===== src/rtl/rscc_pkg.sv =====
// Package with the shared types, constants and digit helpers of the clock controller.
`default_nettype none
package rscc_pkg;

  localparam int unsigned POINT_POSITIONS = 8;
  localparam int unsigned POINT_W = $clog2(POINT_POSITIONS);

  localparam logic [2:0] MODE_SETUP  = 3'd0;
  localparam logic [2:0] MODE_SEARCH = 3'd1;
  localparam logic [2:0] MODE_RUN    = 3'd2;
  localparam logic [2:0] MODE_RESYNC = 3'd3;
  localparam logic [2:0] MODE_ERROR  = 3'd4;

  localparam logic REG_IDX_ONE_SECOND = 1'b0;
  localparam logic REG_IDX_RESYNC     = 1'b1;

  localparam logic [31:0] ONE_SECOND_RESET = 32'd1000000;
  localparam logic [39:0] RESYNC_RESET     = 40'd18000000000;

  typedef struct packed {
    logic [31:0] one_second_us;
    logic [39:0] resync_period_us;
  } cfg_t;

  // Tens digit of a value below 64.
  function automatic logic [3:0] tens_of(input logic [5:0] v);
    logic [3:0] t;
    if (v >= 6'd60) t = 4'd6;
    else if (v >= 6'd50) t = 4'd5;
    else if (v >= 6'd40) t = 4'd4;
    else if (v >= 6'd30) t = 4'd3;
    else if (v >= 6'd20) t = 4'd2;
    else if (v >= 6'd10) t = 4'd1;
    else t = 4'd0;
    return t;
  endfunction

  // Ones digit of a value below 64.
  function automatic logic [3:0] ones_of(input logic [5:0] v);
    logic [5:0] r;
    r = v - 6'(tens_of(v)) * 6'd10;
    return r[3:0];
  endfunction

endpackage
`default_nettype wire


===== src/rtl/rscc_regs.sv =====
// Configuration register file of the clock controller behind an APB-style port.
`default_nettype none
module rscc_regs (
  input  wire logic          clk,
  input  wire logic          rst,
  input  wire logic          psel,
  input  wire logic          penable,
  input  wire logic          pwrite,
  input  wire logic [3:0]    paddr,
  input  wire logic [63:0]   pwdata,
  output logic [63:0]        prdata,
  output logic               pready,
  output rscc_pkg::cfg_t     cfg
);

  logic wr_en;

  // Registers sit eight bytes apart, so only address bit three selects one.
  assign wr_en  = psel && penable && pwrite && pready;
  assign pready = 1'b1;

  always_ff @(posedge clk) begin
    if (rst) begin
      cfg.one_second_us    <= rscc_pkg::ONE_SECOND_RESET;
      cfg.resync_period_us <= rscc_pkg::RESYNC_RESET;
    end else if (wr_en) begin
      if (paddr[3] == rscc_pkg::REG_IDX_ONE_SECOND) begin
        cfg.one_second_us <= pwdata[31:0];
      end else begin
        cfg.resync_period_us <= pwdata[39:0];
      end
    end
  end

  always_comb begin
    if (paddr[3] == rscc_pkg::REG_IDX_RESYNC) begin
      prdata = {24'd0, cfg.resync_period_us};
    end else begin
      prdata = {32'd0, cfg.one_second_us};
    end
  end

endmodule
`default_nettype wire


===== src/rtl/radio_synced_clock_controller.sv =====
// Top level of the radio synced clock controller: input stage, mode logic and result register.
// Usage notes:
// Each input transfer is one controller call carrying the microsecond time, the radio
// decoder flags and decoded time, and the real-time clock reading. Each call yields
// exactly one result transfer with the tube digits, dot position, power enables,
// controller mode and the clock-write strobe with its hours and minutes.
// An accepted call is held in an input register; the mode logic then updates the
// controller state and loads the result register once that register is free or
// being read. One call is accepted every cycle while the receiver takes results; the
// rate is set by the combinational state update (one 64-bit subtract and two compares).
// When the receiver stalls, the result register holds its value and one more call can
// still be taken into the input register; after that in_ready drops until out_ready.
// Reset clears the mode to setup, the time mark and dot position to zero, darkens the
// tubes and dots, empties both stages and loads the interval registers with their
// default values. The interval registers are written over the APB-style port; the user
// writes them only while no call is in flight, and the block itself does not enforce this.
`default_nettype none
module radio_synced_clock_controller (
  input  wire logic        clk,
  input  wire logic        rst,
  input  wire logic        psel,
  input  wire logic        penable,
  input  wire logic        pwrite,
  input  wire logic [3:0]  paddr,
  input  wire logic [63:0] pwdata,
  output logic [63:0]      prdata,
  output logic             pready,
  input  wire logic        in_valid,
  output logic             in_ready,
  input  wire logic [63:0] now_us,
  input  wire logic        dcf_time_valid,
  input  wire logic        dcf_signal_timeout,
  input  wire logic [4:0]  dcf_hours,
  input  wire logic [5:0]  dcf_minutes,
  input  wire logic [4:0]  rtc_hours,
  input  wire logic [5:0]  rtc_minutes,
  output logic             out_valid,
  input  wire logic        out_ready,
  output logic [3:0]       hours_tens,
  output logic [3:0]       hours_ones,
  output logic [3:0]       minutes_tens,
  output logic [3:0]       minutes_ones,
  output logic             tubes_on,
  output logic [2:0]       points_index,
  output logic             points_on,
  output logic [2:0]       controller_mode,
  output logic             rtc_write,
  output logic [4:0]       rtc_write_hours,
  output logic [5:0]       rtc_write_minutes
);

  localparam int unsigned PW = rscc_pkg::POINT_W;

  rscc_pkg::cfg_t cfg;

  rscc_regs u_regs (
    .clk     (clk),
    .rst     (rst),
    .psel    (psel),
    .penable (penable),
    .pwrite  (pwrite),
    .paddr   (paddr),
    .pwdata  (pwdata),
    .prdata  (prdata),
    .pready  (pready),
    .cfg     (cfg)
  );

  // Input stage.
  logic        s1_valid;
  logic [63:0] s1_now;
  logic        s1_tvalid;
  logic        s1_timeout;
  logic [4:0]  s1_dh;
  logic [5:0]  s1_dm;
  logic [4:0]  s1_rh;
  logic [5:0]  s1_rm;
  logic        advance;

  // Controller state.
  logic [2:0]    mode, mode_next;
  logic [63:0]   mark, mark_next;
  logic [3:0]    digits [4];
  logic [3:0]    digits_next [4];
  logic [PW-1:0] point, point_next;
  logic          tubes, tubes_next;
  logic          points, points_next;
  logic          wr_next;
  logic [4:0]    wr_hours_next;
  logic [5:0]    wr_minutes_next;

  logic [63:0]   elapsed;
  logic          second_passed;
  logic          resync_passed;
  logic [PW-1:0] point_step;

  assign advance  = s1_valid && (!out_valid || out_ready);
  assign in_ready = !s1_valid || advance;

  always_ff @(posedge clk) begin
    if (rst) begin
      s1_valid <= 1'b0;
    end else if (in_ready) begin
      s1_valid <= in_valid;
    end
  end

  always_ff @(posedge clk) begin
    if (in_valid && in_ready) begin
      s1_now     <= now_us;
      s1_tvalid  <= dcf_time_valid;
      s1_timeout <= dcf_signal_timeout;
      s1_dh      <= dcf_hours;
      s1_dm      <= dcf_minutes;
      s1_rh      <= rtc_hours;
      s1_rm      <= rtc_minutes;
    end
  end

  // Wrapping difference against the stored mark; zero-extended limits.
  assign elapsed       = s1_now - mark;
  assign second_passed = elapsed > {32'd0, cfg.one_second_us};
  assign resync_passed = elapsed > {24'd0, cfg.resync_period_us};
  assign point_step    = (point == PW'(rscc_pkg::POINT_POSITIONS - 1)) ? '0 : point + 1'b1;

  always_comb begin
    mode_next       = mode;
    mark_next       = mark;
    digits_next     = digits;
    point_next      = point;
    tubes_next      = tubes;
    points_next     = points;
    wr_next         = 1'b0;
    wr_hours_next   = '0;
    wr_minutes_next = '0;

    case (mode)
      rscc_pkg::MODE_SETUP: begin
        mode_next = rscc_pkg::MODE_SEARCH;
      end
      rscc_pkg::MODE_SEARCH: begin
        if (second_passed) begin
          mark_next  = s1_now;
          point_next = point_step;
        end
        if (s1_tvalid) begin
          mode_next = rscc_pkg::MODE_RUN;
        end else if (s1_timeout) begin
          mode_next = rscc_pkg::MODE_ERROR;
        end
      end
      rscc_pkg::MODE_RUN, rscc_pkg::MODE_RESYNC: begin
        digits_next[0] = rscc_pkg::tens_of({1'b0, s1_rh});
        digits_next[1] = rscc_pkg::ones_of({1'b0, s1_rh});
        digits_next[2] = rscc_pkg::tens_of(s1_rm);
        digits_next[3] = rscc_pkg::ones_of(s1_rm);
        if (resync_passed) begin
          mark_next = s1_now;
          mode_next = (mode == rscc_pkg::MODE_RUN) ? rscc_pkg::MODE_RESYNC
                                                   : rscc_pkg::MODE_SEARCH;
        end else if (mode == rscc_pkg::MODE_RESYNC && s1_tvalid) begin
          mode_next = rscc_pkg::MODE_RUN;
        end
      end
      rscc_pkg::MODE_ERROR: begin
        point_next = point_step;
        if (!s1_timeout) begin
          mode_next = rscc_pkg::MODE_SEARCH;
        end
      end
      default: begin
      end
    endcase

    // Entry actions apply only when the mode actually changes.
    if (mode_next != mode) begin
      case (mode_next)
        rscc_pkg::MODE_SEARCH, rscc_pkg::MODE_ERROR: begin
          mark_next   = '0;
          tubes_next  = 1'b0;
          points_next = 1'b1;
        end
        rscc_pkg::MODE_RUN: begin
          wr_next         = 1'b1;
          wr_hours_next   = s1_dh;
          wr_minutes_next = s1_dm;
          mark_next       = s1_now;
          tubes_next      = 1'b1;
          points_next     = 1'b0;
        end
        rscc_pkg::MODE_RESYNC: begin
          mark_next = s1_now;
        end
        default: begin
        end
      endcase
    end
  end

  // Controller state and result register.
  always_ff @(posedge clk) begin
    if (rst) begin
      mode              <= rscc_pkg::MODE_SETUP;
      mark              <= '0;
      digits            <= '{default: 4'd0};
      point             <= '0;
      tubes             <= 1'b0;
      points            <= 1'b0;
      out_valid         <= 1'b0;
      hours_tens        <= '0;
      hours_ones        <= '0;
      minutes_tens      <= '0;
      minutes_ones      <= '0;
      tubes_on          <= 1'b0;
      points_index      <= '0;
      points_on         <= 1'b0;
      controller_mode   <= rscc_pkg::MODE_SETUP;
      rtc_write         <= 1'b0;
      rtc_write_hours   <= '0;
      rtc_write_minutes <= '0;
    end else if (advance) begin
      mode              <= mode_next;
      mark              <= mark_next;
      digits            <= digits_next;
      point             <= point_next;
      tubes             <= tubes_next;
      points            <= points_next;
      out_valid         <= 1'b1;
      hours_tens        <= digits_next[0];
      hours_ones        <= digits_next[1];
      minutes_tens      <= digits_next[2];
      minutes_ones      <= digits_next[3];
      tubes_on          <= tubes_next;
      points_index      <= 3'(point_next);
      points_on         <= points_next;
      controller_mode   <= mode_next;
      rtc_write         <= wr_next;
      rtc_write_hours   <= wr_hours_next;
      rtc_write_minutes <= wr_minutes_next;
    end else if (out_ready) begin
      out_valid <= 1'b0;
    end
  end

endmodule
`default_nettype wire


===== config.mk =====
export PLATFORM = sky130hd
export DESIGN_NAME = radio_synced_clock_controller
export DESIGN_NICKNAME = d
export VERILOG_FILES = /design/src/rtl/rscc_pkg.sv /design/src/rtl/rscc_regs.sv /design/src/rtl/radio_synced_clock_controller.sv
export SDC_FILE = /design/constraint.sdc
export NUM_CORES = 1
export LEC_CHECK = 0
export ABC_AREA = 1
export BUFFER_PORTS_ARGS = -buffer_cell sky130_fd_sc_hd__buf_4
export CORE_UTILIZATION = 45
export CTS_BUF_LIST = sky130_fd_sc_hd__clkbuf_8
export DETAILED_ROUTE_END_ITERATION = 6
export SLEW_MARGIN = 30
export SYNTH_ARGS = -nofsm -noshare
export SYNTH_HDL_FRONTEND = slang
export SYNTH_SLANG_ARGS = --single-unit
export TNS_END_PERCENT = 5

===== constraint.sdc =====
create_clock -name clk -period 11.29 [get_ports clk]
set_clock_uncertainty 0.1 [all_clocks]
set_input_delay 1.129 -clock clk [delete_from_list [all_inputs] [get_ports clk]]
set_output_delay 1.129 -clock clk [all_outputs]
set_load 0.02 [all_outputs]

; ---- Word-level counts from Yosys, hierarchy flattened
; Cells that the tools add are included.
[classes]
add_sub_neg = 4
n_mul = 2
order_cmp = 14
n_eq_ne = 11
mux = 40
n_bitwise = 1
n_reduce_logical = 21
[ops]
columns = op, count
row1 = 64-bit one-hot mux with 2 select lines, 2
row2 = 64-bit two-way mux, 3
row3 = 64-bit by 32-bit greater-than comparator with 1-bit output, 1
row4 = 64-bit by 40-bit greater-than comparator with 1-bit output, 1
row5 = 64-bit subtractor, 1
row6 = 40-bit two-way mux, 1
row7 = 4-bit two-way mux, 9
row8 = 3-bit two-way mux, 7
row9 = 5-bit by 6-bit >= comparator with 1-bit output (second input constant), 3
row10 = 6-bit >= comparator (second input constant), 3
row11 = 3-bit by 2-bit == test with 1-bit output (second input constant), 4
row12 = 6-bit by 5-bit >= comparator with 1-bit output (second input constant), 2
row13 = 6-bit two-way mux, 2
row14 = 3-bit one-hot mux with 4 select lines, 1
row15 = 5-bit >= comparator (second input constant), 2
row16 = 5-bit two-way mux, 2
row17 = 3-bit == test (second input constant), 3
row18 = 4-bit by 3-bit multiplier with 3-bit output (second input constant), 2
row19 = 2-bit two-way mux, 4
row20 = 4-bit subtractor, 2
row21 = 3-bit by 1-bit == test with 1-bit output (second input constant), 2
row22 = 6-bit by 4-bit >= comparator with 1-bit output (second input constant), 1
row23 = 1-bit two-way mux, 6
row24 = 3-bit one-hot mux with 2 select lines, 1
row25 = other kinds (14), 28
[word_totals]
regBits = 262
inputBits = 163

; ---- Logic depth before layout (Yosys ltp)
; Gate-level depths: netlist (run 1).
[logic_depth]
word_depth = 10
ltp_mapped = 35
depth_no_buf = 34

; ---- Hierarchy
; A second synthesis (run 1) with hierarchy kept.
[hier_totals]
hier_cells = 3799
area_unflattened_um2 = 22560.4
[by_module_without_submodules]
columns = module, instances, cells_each, area_per_inst_um2
row1 = radio_synced_clock_controller, 1, 3235, 19007.0
row2 = rscc_regs, 1, 564, 3553.4

; ---- Worst setup path after synthesis (run 1)
; No wires, ideal clock.
[synth_timing]
path_type = register to register
from = register s1_now[0]
to = register mark[23]
arrival_time_ns = 3.788
required_ns = 11.081
setup_slack_ns = 7.292
stages_incl_launch_ff = 32
cell_sequence = edfxtp_1 -> inv_1 -> ha_1 -> inv_1 -> fa_1 -> nand2_1 -> nand3_1 -> nand2_1 -> nand2_1 -> nand2_1 -> nand2_2 -> xor2_1 -> ha_1 -> nand2_1 -> inv_1 -> nand3_1 -> nor3_1 -> nand3_1 -> nor4b_1 -> a21oi_1 -> nor2_1 -> nand2_2 -> a21oi_1 -> nand2_1 -> inv_2 -> nand2_1 -> buf_4 -> buf_4 -> nand3_1 -> nand3_1 -> nand2_1 -> inv_1
[synth_between]
elab_chain_len = 8
word_cells_on_any_way = 17
classes_between = add/sub (1) / order compare (2) / eq/ne (5) / mux (7) / reduce/logical (2)
[synth_rtl]
columns = element, line
row1 = start: declaration, radio_synced_clock_controller.sv:71  ; logic [63:0] s1_now;
row2 = start signal: assignment, radio_synced_clock_controller.sv:110  ; s1_now <= now_us;
row3 = 64-bit subtractor *, radio_synced_clock_controller.sv:121  ; assign elapsed = s1_now - mark;
row4 = 64-bit by 40-bit greater-than comparator with 1-bit output, radio_synced_clock_controller.sv:123  ; assign resync_passed = elapsed > {24'd0, cfg.resync_period_us};
row5 = 3-bit two-way mux, radio_synced_clock_controller.sv:157  ; if (resync_passed) begin
row6 = 3-bit one-hot mux with 4 select lines, radio_synced_clock_controller.sv:137  ; case (mode)
row7 = 3-bit by 2-bit == test with 1-bit output (tied with other cells), radio_synced_clock_controller.sv:177  ; case (mode_next)
row8 = "2-bit OR reduction, on equally long branches", n/a
row9 = 64-bit one-hot mux with 2 select lines, radio_synced_clock_controller.sv:177
row10 = 64-bit two-way mux *, radio_synced_clock_controller.sv:176  ; if (mode_next != mode) begin
row11 = end signal: assignment, radio_synced_clock_controller.sv:223  ; mark <= mark_next;
row12 = end: declaration, radio_synced_clock_controller.sv:82  ; logic [63:0] mark, mark_next;
; Mark *: on every way between the ends. The rest lies on a longest branch, timed or not.
; A chain may end at the register's enable or synchronous reset.

; ---- Worst setup path in the final report (run 1)
[layout_timing]
from = register s1_now[20]
to = register mark[37]
; Same word-level chain as after synthesis.

==> impl_metrics.json, run 1 <==
{
  "status": "complete, no violations",
  "fin_area_um2": 23700,
  "synth_mux_area_share_pct": 0,
  "final.setup.tns_ns": 0,
  "crit_top_cell": "nand2_1",
  "synth_area_um2": 20900,
  "endpoint_kind": "register",
  "leakagePower_uw": 0.0123,
  "wl_per_cell_um": 16.7,
  "grt_overflow": 0,
  "drtIter0Drc": 1632,
  "min_path_type": "register to register",
  "drtPass1Iterations": 6,
  "wl_met1_um": 31600,
  "layout-drive-gt1-share_pct": 10.7,
  "cts_buffer_depth": 3,
  "slew_viol_final": 0,
  "vias": 21811,
  "ir_worst_vdd_uv": 116,
  "grt_max_degree": 82,
  "htreeDepth": 2,
  "clk_pin_slew_ns": 0.06,
  "netlist_instances": 3334,
  "clockRootBuffer": "clkbuf_8",
  "antenna_found_initial": 0,
  "avgSynthCellArea_um2": 6.27,
  "post_cts_buffers": 0,
  "die_w_um": 217,
  "synth-simple-area-share_pct": 28.2,
  "power.density_nw_per_um2": 126,
  "holdBufCountCts": 0,
  "ys_types": 49,
  "hold_viol": 0,
  "r2r_cells": 28,
  "synth-xor-area-share_pct": 1.76,
  "cts_buffers": 48,
  "cts_tree": "done",
  "cp_num_cells": 28,
  "cp.buffers_inverters": 5,
  "clk_latency_ns": 0.65,
  "period_needed_ns": 7.22,
  "post-synth-top-area-cell": "nand2_1",
  "max_stage_delay_ns": 0.78,
  "drcViolationCount": 0,
  "critPathSlowestCell": "nand2_4",
  "critPathLaunchType": "register",
  "maxSlewHeadroom_pct": 30.8,
  "diodes": 0,
  "synth_top_area_share_pct": 16.5,
  "vias_per_cell": 5.29,
  "grt_pass1_wl_um": 108000,
  "core-area_um2": 45600,
  "synth-compound-area-share_pct": 16.9,
  "die_area_um2": 47300,
  "path_class": "register to register",
  "yosys-top-cells-area": "nand2_1, dfxtp_1, edfxtp_1",
  "rows": 78,
  "grt_usage_pct": 28.6,
  "yosysSeqAreaShare_pct": 29.0,
  "whs_ns": 0.369,
  "area_delta_synth_final_pct": 13.2,
  "max_cap_violations": 0,
  "synth_ff_type": "dfxtp_1",
  "synth-edff-count": 88,
  "synthArstFlopShare_pct": 0,
  "setup_viol": 0,
  "cts_sinks": 259,
  "wl_met2_um": 31100,
  "grt_pass1_vias": 20645,
  "synth.ff_latch_count": 259,
  "io_buffers": 210,
  "arrival_ns": 7.65,
  "synthesis.yosys.warnings": 0,
  "critPathRequiredTime_ns": 11.72,
  "ios": 266,
  "synth_top_family_by_area": "simple AND/OR/NAND/NOR gates",
  "crit_family": "simple AND/OR/NAND/NOR gates",
  "gp_congestion": 0.975,
  "min_path_cells": 2,
  "cp_max_fo": 65,
  "nets": 3785,
  "min_period_over_period_pct": 64.0,
  "worst_slew_pin_slew_ns": 1.04,
  "wl_met3_um": 4800,
  "routed_wl_um": 69000,
  "fmax_mhz": 138,
  "synth_fa_ha_area_share_pct": 8.61,
  "rsz0062_at_grt": "no",
  "initial_utilization_pct": 45.8,
  "post_cts_resized": 0,
  "highest_layer": "met4",
  "dpl-instance-area_um2": 22700,
  "hpwl_um": 49600,
  "antenna_left": 0,
  "chipHeight_um": 217
}
cells by family after synthesis:
family	count (synthesis)
buf+inv	805
fa+ha+maj	142
other cells	2
flops	259
xor+xnor	42
simple gates	1420
compound gates	664
final timing paths:
kind,start,end,slack (ns)
setup / recovery,s1_now[20]$_DFFE_PP_,mark[37]$_SDFFE_PP0P_,4.07
hold reg to reg,digits[11]$_SDFFE_PP0P_,digits[11]$_SDFFE_PP0P_,0.37
setup reg to reg,s1_now[20]$_DFFE_PP_,mark[37]$_SDFFE_PP0P_,4.07
hold / removal,digits[11]$_SDFFE_PP0P_,digits[11]$_SDFFE_PP0P_,0.37
report_power, final:
part	switching, uW	internal (uW)
logic	677	327
clock network	436	483
registers	31.0	1020
final cells by class:
type	instances	area, um2
clock buffers	53	729
clock inverters	37	234
fillers	4719	21900
inverters	646	2430
multi-input cells	2296	11700
flip-flops and latches	259	6070
well taps	600	751
repair buffers	229	1720
metrics by stage:
stage          setup slack [ns]  utilization [%]  power, uW  instances
2_1_floorplan              7.29                -       1750       3360
3_3_place_gp               4.24             49.8       2030       4030
3_5_place_dp               4.18             49.8       2050       4030
4_1_cts                    4.15             51.9       2990       4120
5_1_grt                    3.65             51.9       3160       4120
6_report                   4.07             51.9       2970       4120
registers in the layout, summed over array words and instances, names as in the netlist, 3 cells and up:
register and cells:
u_regs.cfg 72, mark 64, s1_now 64, digits 13, rtc_write_minutes 6, s1_dm 6, s1_rm 6, rtc_write_hours 5
s1_dh 5, s1_rh 5, mode 3, point 3
cells in the mapped netlist (3+ instances only):
cell type	n
buf_4	39
clkinv_1	3
a21oi_1	292
a31oi_1	3
fa_1	3
o21ai_1	20
nand2_2	20
dfxtp_1	171
o21ai_0	251
xnor2_1	10
nand3b_1	12
buf_1	4
nor3_1	18
o21a_1	4
inv_2	27
nor2_4	3
edfxtp_1	88
nor2_1	158
nand4_1	16
nand2_1	917
o211ai_1	9
inv_1	616
ha_1	139
xor2_1	32
buf_6	3
clkbuf_1	83
o21bai_1	6
buf_2	29
nor2_2	8
nand3_1	258
o22ai_1	59
a21oi_2	10
nor3_2	3
worst min-delay path, stage by stage, from the launching register on:
cell and delay (ns):
dfxtp_1 0.31, nand2_1 0.06, a21oi_1 0.05
cell usage in the layout (no fill, tap or decap), types with 12 or more instances in the layout:
cell and count:
a21oi_1 292, buf_4 228, clkbuf_8 53, conb_1 28
dfxtp_1 171, edfxtp_1 88, ha_1 139, inv_1 629
inv_2 28, nand2_1 915, nand2_2 20, nand3_1 257
nand3b_1 12, nand4_1 16, nor2_1 157, nor3_1 18
o21ai_0 251, o21ai_1 20, o22ai_1 59, xor2_1 32
layer usage:
metal / GRT usage [%] / vias up
li1: - / 10872
met1: 39.2 / 10003
met2: 46.5 / 831
met3: 3.92 / 105
met4: 8.76 / 0
met5: 0 / -
(Power assumes the default switching activity.)
==> run 2, diff against run 1 <==
ABC_AREA = 0   (was 1)
PLACE_DENSITY = 0.69   (was default)
clock period = 6.04 ns   (was 11.29 ns; I/O delays follow)
==> impl_metrics.json, run 2 <==
{
  "status": "complete, no violations",
  "io_buffers": 210,
  "diodes": 0,
  "rows": 68,
  "largest_register_ffs": 72,
  "cts_buffers": 44,
  "final_util_pct": 56.9,
  "gp_congestion": 0.954,
  "cp_num_cells": 23,
  "layout-drive-gt1-share_pct": 20.6,
  "vias_per_cell": 5.71,
  "synth_area_um2": 16100,
  "min_path_type": "input pin to register",
  "clockRootBuffer": "clkbuf_8",
  "dpl-instance-area_um2": 18400,
  "clk_latency_ns": 0.62,
  "routed_wl_um": 50200,
  "cts_buffer_depth": 3,
  "vias": 15041,
  "area_delta_synth_final_pct": 23.4,
  "grt_pass1_vias": 13764,
  "synth_ff_type": "dfxtp_1",
  "ios": 266,
  "fillers": 3172,
  "synth_top_area_share_pct": 21.3,
  "top_register": "u_regs.cfg",
  "register_area_um2": 6070,
  "r2r_setup_slack_ns": 0.13,
  "drtPass1Iterations": 6,
  "netlist_instances": 1879,
  "synth_commonest_cells": "nand2_1, a21oi_1, dfxtp_1",
  "max_cap_violations": 0,
  "cp_max_fo": 8,
  "synth-edff-count": 88,
  "path_class": "register to register",
  "synth.ff_latch_count": 259,
  "grt_pass1_wl_um": 74700,
  "critPathSlowestCell": "or4_1",
  "fin_area_um2": 19900,
  "grt_usage_pct": 26.2,
  "synth_most_common_cell": "nand2_1",
  "r2r_cells": 23,
  "mostFrequentLayoutCell": "buf_4",
  "critPathLaunchType": "register",
  "top_regs": "u_regs.cfg (72), mark (64), s1_now (64)",
  "wl_per_cell_um": 19.1,
  "yosysSeqAreaShare_pct": 37.7,
  "crit_family": "compound AO/OA/AOI/OAI gates",
  "drcViolationCount": 0,
  "setup_viol": 0,
  "synthArstFlopShare_pct": 0,
  "worst_slew_pin_slew_ns": 0.945,
  "rsz0062_at_grt": "yes",
  "critPathRequiredTime_ns": 6.49,
  "endpoint_kind": "register",
  "multi_input_area_um2": 9140,
  "maxSlewHeadroom_pct": 37.0,
  "clk_pin_slew_ns": 0.07,
  "post-synth-top-area-cell": "dfxtp_1",
  "ir_worst_vdd_uv": 238,
  "yosys-top-cells-area": "dfxtp_1, edfxtp_1, ha_1",
  "cts_sinks": 259,
  "antenna_found_initial": 0,
  "path_cells": "ha_4 > buf_6 > nand4_1 > or4_1 > a211o_1 > and3_4 > o21ai_4 > xor2_2 > buf_4 > ha_1 > nand4_1 > nor2_1 > and3_4 > a221oi_2 > a21boi_1 > or4_4 > a211o_1 > o21ai_4 > buf_6 > mux2i_2 > a22o_4 > clkbuf_16 > a22o_1",
  "grt_max_degree": 84,
  "leakagePower_uw": 0.00797,
  "hold_viol": 0,
  "arrival_ns": 6.36,
  "nets": 2447,
  "min_path_cells": 1,
  "htreeDepth": 2,
  "grt_overflow": 0,
  "cts_tree": "done",
  "antenna_left": 0,
  "initial_utilization_pct": 46.1,
  "holdBufCountCts": 0,
  "drtIter0Drc": 1265,
  "p_total_uw": 4570,
  "ys_types": 84,
  "core-area_um2": 34900,
  "period_needed_ns": 5.91,
  "whs_ns": 0.0584,
  "slew_viol_final": 0,
  "min_period_over_period_pct": 97.9,
  "fmax_mhz": 169,
  "die_area_um2": 36500,
  "max_stage_delay_ns": 0.57,
  "mostFrequentLayoutCells": "buf_4, nand2_1, inv_1",
  "avgSynthCellArea_um2": 8.56,
  "synthesis.yosys.warnings": 0,
  "power.density_nw_per_um2": 230,
  "hpwl_um": 37500,
  "final.setup.tns_ns": 0,
  "cp.buffers_inverters": 4,
  "chipHeight_um": 191,
  "die_w_um": 191
}
## run 2: changes by cell type in the layout (fill, tap and decap cells not counted), moves of 66 or more
cell     change
buf_4       +75
nand2_1    -647
a21oi_1    -117
nand3_1    -235
o21ai_0    -163
inv_1      -451
a22o_1      +75
nor2_1      -66
## run 2: area by class of cell
cell class,count,area share [%]
multi-input cells,1358,46.0
flip-flops and latches,259,30.5
well taps,455,2.87
inverters,159,3.01
repair buffers,320,12.9
clock inverters,32,1.17
clock buffers,50,3.47
## run 2: repair_timing
| action | 4_1_cts | 5_1_grt |
|---|---|---|
| buffers inserted | 2 | 18 |
| setup endpoints to repair | 51 | 66 |
| resized for setup | 7 | 55 |
| pin swaps | 2 | 29 |
| gates cloned | 1 | 6 |
## run 2: metrics by stage
step | setup WS (ns) | instances
after floorplan | 0.637 | 1905
after detailed placement | -0.0259 | 2524
after global placement | 0.0547 | 2523
after global routing | -0.0939 | 2633
after CTS | 0.00998 | 2609
final | 0.128 | 2633
## run 2: cell families (layout without fill, tap and decap cells)
family | after synthesis | in the layout | synth area share [%]
AOI/OAI and AO/OA | 568 | 568 | 23.4
and+or+nand+nor | 560 | 560 | 16.4
buffers and inverters | 288 | 561 | 7.86
DFF | 259 | 259 | 37.7
adders and majority gates | 144 | 144 | 11.3
xor gates and xnor gates | 51 | 51 | 2.78
muxes | 7 | 7 | 0.443
other | 2 | 28 | 0.0467
## run 2: final timing paths
check	startpoint	endpoint
worst min register to register	digits[8]$_SDFFE_PP0P_	digits[8]$_SDFFE_PP0P_
worst max register to register	s1_now[17]$_DFFE_PP_	mark[29]$_SDFFE_PP0P_
worst min-delay path	rtc_hours[0]	s1_rh[0]$_DFFE_PP_
worst max-delay path	s1_now[17]$_DFFE_PP_	mark[29]$_SDFFE_PP0P_
## run 2: power by group
group / switching [uW] / total [uW] / internal, uW / leakage (uW)
logic: 609 / 1040 / 427 / 0.00519
registers: 40.3 / 1910 / 1870 / 0.00224
clock network: 736 / 1630 / 894 / 0.000543
total: 1390 / 4570 / 3190 / 0.00797
## run 2: metal layers
metal / global-route usage (%) / wire, um / vias up
li1: - / - / 7241
met3: 4.26 / 3830 / 75
met4: 6.20 / 929 / 0
met5: 0 / 0 / -
met2: 39.6 / 21900 / 608
met1: 38.6 / 23500 / 7117
==> run 3, diff against run 2 <==
clock period = 5.3 ns   (was 6.04 ns; I/O delays follow)
==> impl_metrics.json, run 3 (synthesis results as in run 2) <==
{
  "critPathLaunchType": "register",
  "ios": 266,
  "dpl_worst_slack_ns": -0.997,
  "rows": 68,
  "r2r_setup_slack_ns": -0.54,
  "min_path_type": "input pin to register",
  "drcViolationCount": 0,
  "fin_area_um2": 22400,
  "holdPathEnd": "u_regs.cfg[23]$_SDFFE_PP1P_",
  "leakagePower_uw": 0.00926,
  "drtIter0Drc": 1253,
  "cts_sinks": 259,
  "grt_overflow": 0,
  "largest_register_ffs": 72,
  "violations": "setup timing",
  "hpwl_um": 40000,
  "cts_tree": "done",
  "cts_buffer_depth": 3,
  "worst_slack_ns": -0.540,
  "critPathRequiredTime_ns": 5.70,
  "hold_viol": 0,
  "status": "finished with violations",
  "grt_max_degree": 84,
  "worstHoldStart": "pwdata[23]",
  "rsz0062_at_grt": "yes",
  "diodes": 0,
  "top_register": "u_regs.cfg",
  "dpl-instance-area_um2": 19600,
  "cts_buffers": 44,
  "fmax_mhz": 171,
  "antenna_left": 0,
  "layout-drive-gt1-share_pct": 27.1,
  "top_regs": "u_regs.cfg (72), mark (64), s1_now (64)",
  "clockRootBuffer": "clkbuf_8",
  "cp_max_fo": 13,
  "grt_pass1_wl_um": 84000,
  "mostFrequentLayoutCell": "buf_4",
  "grt_usage_pct": 29.6,
  "arrival_ns": 6.24,
  "path_cells": "ha_1 > buf_4 > nand4_1 > nor2_1 > nand3_1 > a31oi_2 > nor2b_2 > buf_4 > xnor2_2 > ha_1 > nand4_1 > nor2_1 > and3_4 > a221oi_2 > a21boi_1 > or4_4 > a211o_1 > o21ai_4 > buf_6 > mux2i_1 > a22o_4 > clkbuf_16 > a22o_1",
  "path_class": "register to register",
  "ir_worst_vdd_uv": 195,
  "max_cap_violations": 0,
  "vias_per_cell": 5.57,
  "initial_utilization_pct": 46.1,
  "max_stage_delay_ns": 0.53,
  "maxSlewHeadroom_pct": 34.8,
  "htreeDepth": 2,
  "core-area_um2": 34900,
  "drtPass1Iterations": 5,
  "gp_congestion": 0.991,
  "area_delta_synth_final_pct": 39.1,
  "grt_pass1_vias": 15684,
  "antenna_found_initial": 0,
  "routed_wl_um": 55200,
  "power.density_nw_per_um2": 246,
  "whs_ns": 0.0330,
  "vias": 16126,
  "wl_per_cell_um": 19.1,
  "r2r_cells": 23,
  "die_area_um2": 36500,
  "clk_pin_slew_ns": 0.07,
  "worstReg2RegEnd": "mark[29]$_SDFFE_PP0P_",
  "min_path_cells": 3,
  "critPathSlowestCell": "or4_4",
  "final_util_pct": 64.2,
  "nets": 2712,
  "min_period_over_period_pct": 110,
  "die_w_um": 191,
  "clk_latency_ns": 0.64,
  "r2r-start": "s1_now[18]$_DFFE_PP_",
  "worst_slew_pin_slew_ns": 0.978,
  "io_buffers": 210,
  "period_needed_ns": 5.84,
  "endpoint_kind": "register",
  "slew_viol_final": 0,
  "mostFrequentLayoutCells": "buf_4, nand2_1, inv_1",
  "chipHeight_um": 191,
  "setup_viol": 82
}
==> run 3: changes by cell type in the layout (fill, tap and decap cells not counted), moves of 4 or more <==
cell and change:
a21oi_1 -5, a21oi_2 +4, buf_4 +178, buf_6 -4
dlygate4sd3_1 +90, ha_1 -10, ha_4 +10, inv_1 -4
o21ai_0 -4, xnor2_1 -5, xnor2_2 +5
==> run 3: routing by layer <==
metal	share of wire (%)	global-route usage (%)	vias up
met1	46	42.1	7683
met2	44	45.7	621
met4	2.3	8.30	0
li1	-	-	7755
met3	7.4	5.27	67
met5	0	0	-
==> run 3: worst max path at each step <==
stage / from / end / slack (ns) / cells after the start
4_1_cts: s1_now[0]$_DFFE_PP_ / mark[30]$_SDFFE_PP0P_ / -0.48 / 27
6_report: s1_now[18]$_DFFE_PP_ / mark[29]$_SDFFE_PP0P_ / -0.54 / 23
5_1_grt: s1_now[18]$_DFFE_PP_ / mark[4]$_SDFFE_PP0P_ / -0.74 / 23
2_1_floorplan: s1_now[0]$_DFFE_PP_ / mark[10]$_SDFFE_PP0P_ / 0.009 / 25
3_5_place_dp: s1_now[8]$_DFFE_PP_ / mark[51]$_SDFFE_PP0P_ / -1.0 / 26
3_3_place_gp: s1_now[8]$_DFFE_PP_ / mark[61]$_SDFFE_PP0P_ / -0.86 / 26
==> run 3: power breakdown <==
| part | total (uW) | switching, uW | internal [uW] |
|---|---|---|---|
| clock network | 1900 | 862 | 1040 |
| logic | 1440 | 772 | 668 |
| registers | 2180 | 47.6 | 2130 |
==> run 3: cell type report <==
| type | instances | area (um2) |
|---|---|---|
| fill | 2930 | 12500 |
| timing repair buffer | 585 | 4780 |
| tap | 455 | 569 |
| multi-input combinational | 1358 | 9440 |
| clock buffer | 51 | 702 |
| sequential | 259 | 6070 |
| inverter | 159 | 597 |
| clock inverter | 29 | 224 |
==> run 3: worst max-delay path, delay by kind of cell (launching register included) <==
family                     cells  cell delay (ns)
AOI/OAI and AO/OA              7             1.87
DFF                            1             0.43
buffers and inverters          4             0.67
and+or+nand+nor                8             1.59
muxes                          1             0.08
adders and majority gates      2             0.70
xor gates and xnor gates       1             0.24
==> run 3: per-stage QoR <==
| stage | total power [uW] | TNS [ns] | cells |
|---|---|---|---|
| 5_1_grt | 5770 | -53.27 | 2896 |
| 4_1_cts | 5470 | -28.85 | 2885 |
| 2_1_floorplan | 2920 | 0 | 1905 |
| 3_3_place_gp | 3410 | -59.57 | 2689 |
| 6_report | 5520 | -37.52 | 2896 |
| 3_5_place_dp | 3440 | -68.94 | 2689 |
==> run 3: repair_timing <==
| action | in CTS | in global routing |
|---|---|---|
| hold buffers | 90 | 0 |
| gates resized for setup | 52 | 63 |
| endpoints found under the hold margin | 90 | 0 |
| gates cloned | 4 | 2 |
| setup buffers | 23 | 9 |
| pin swaps | 33 | 36 |
| endpoints found under the setup margin | 82 | 83 |
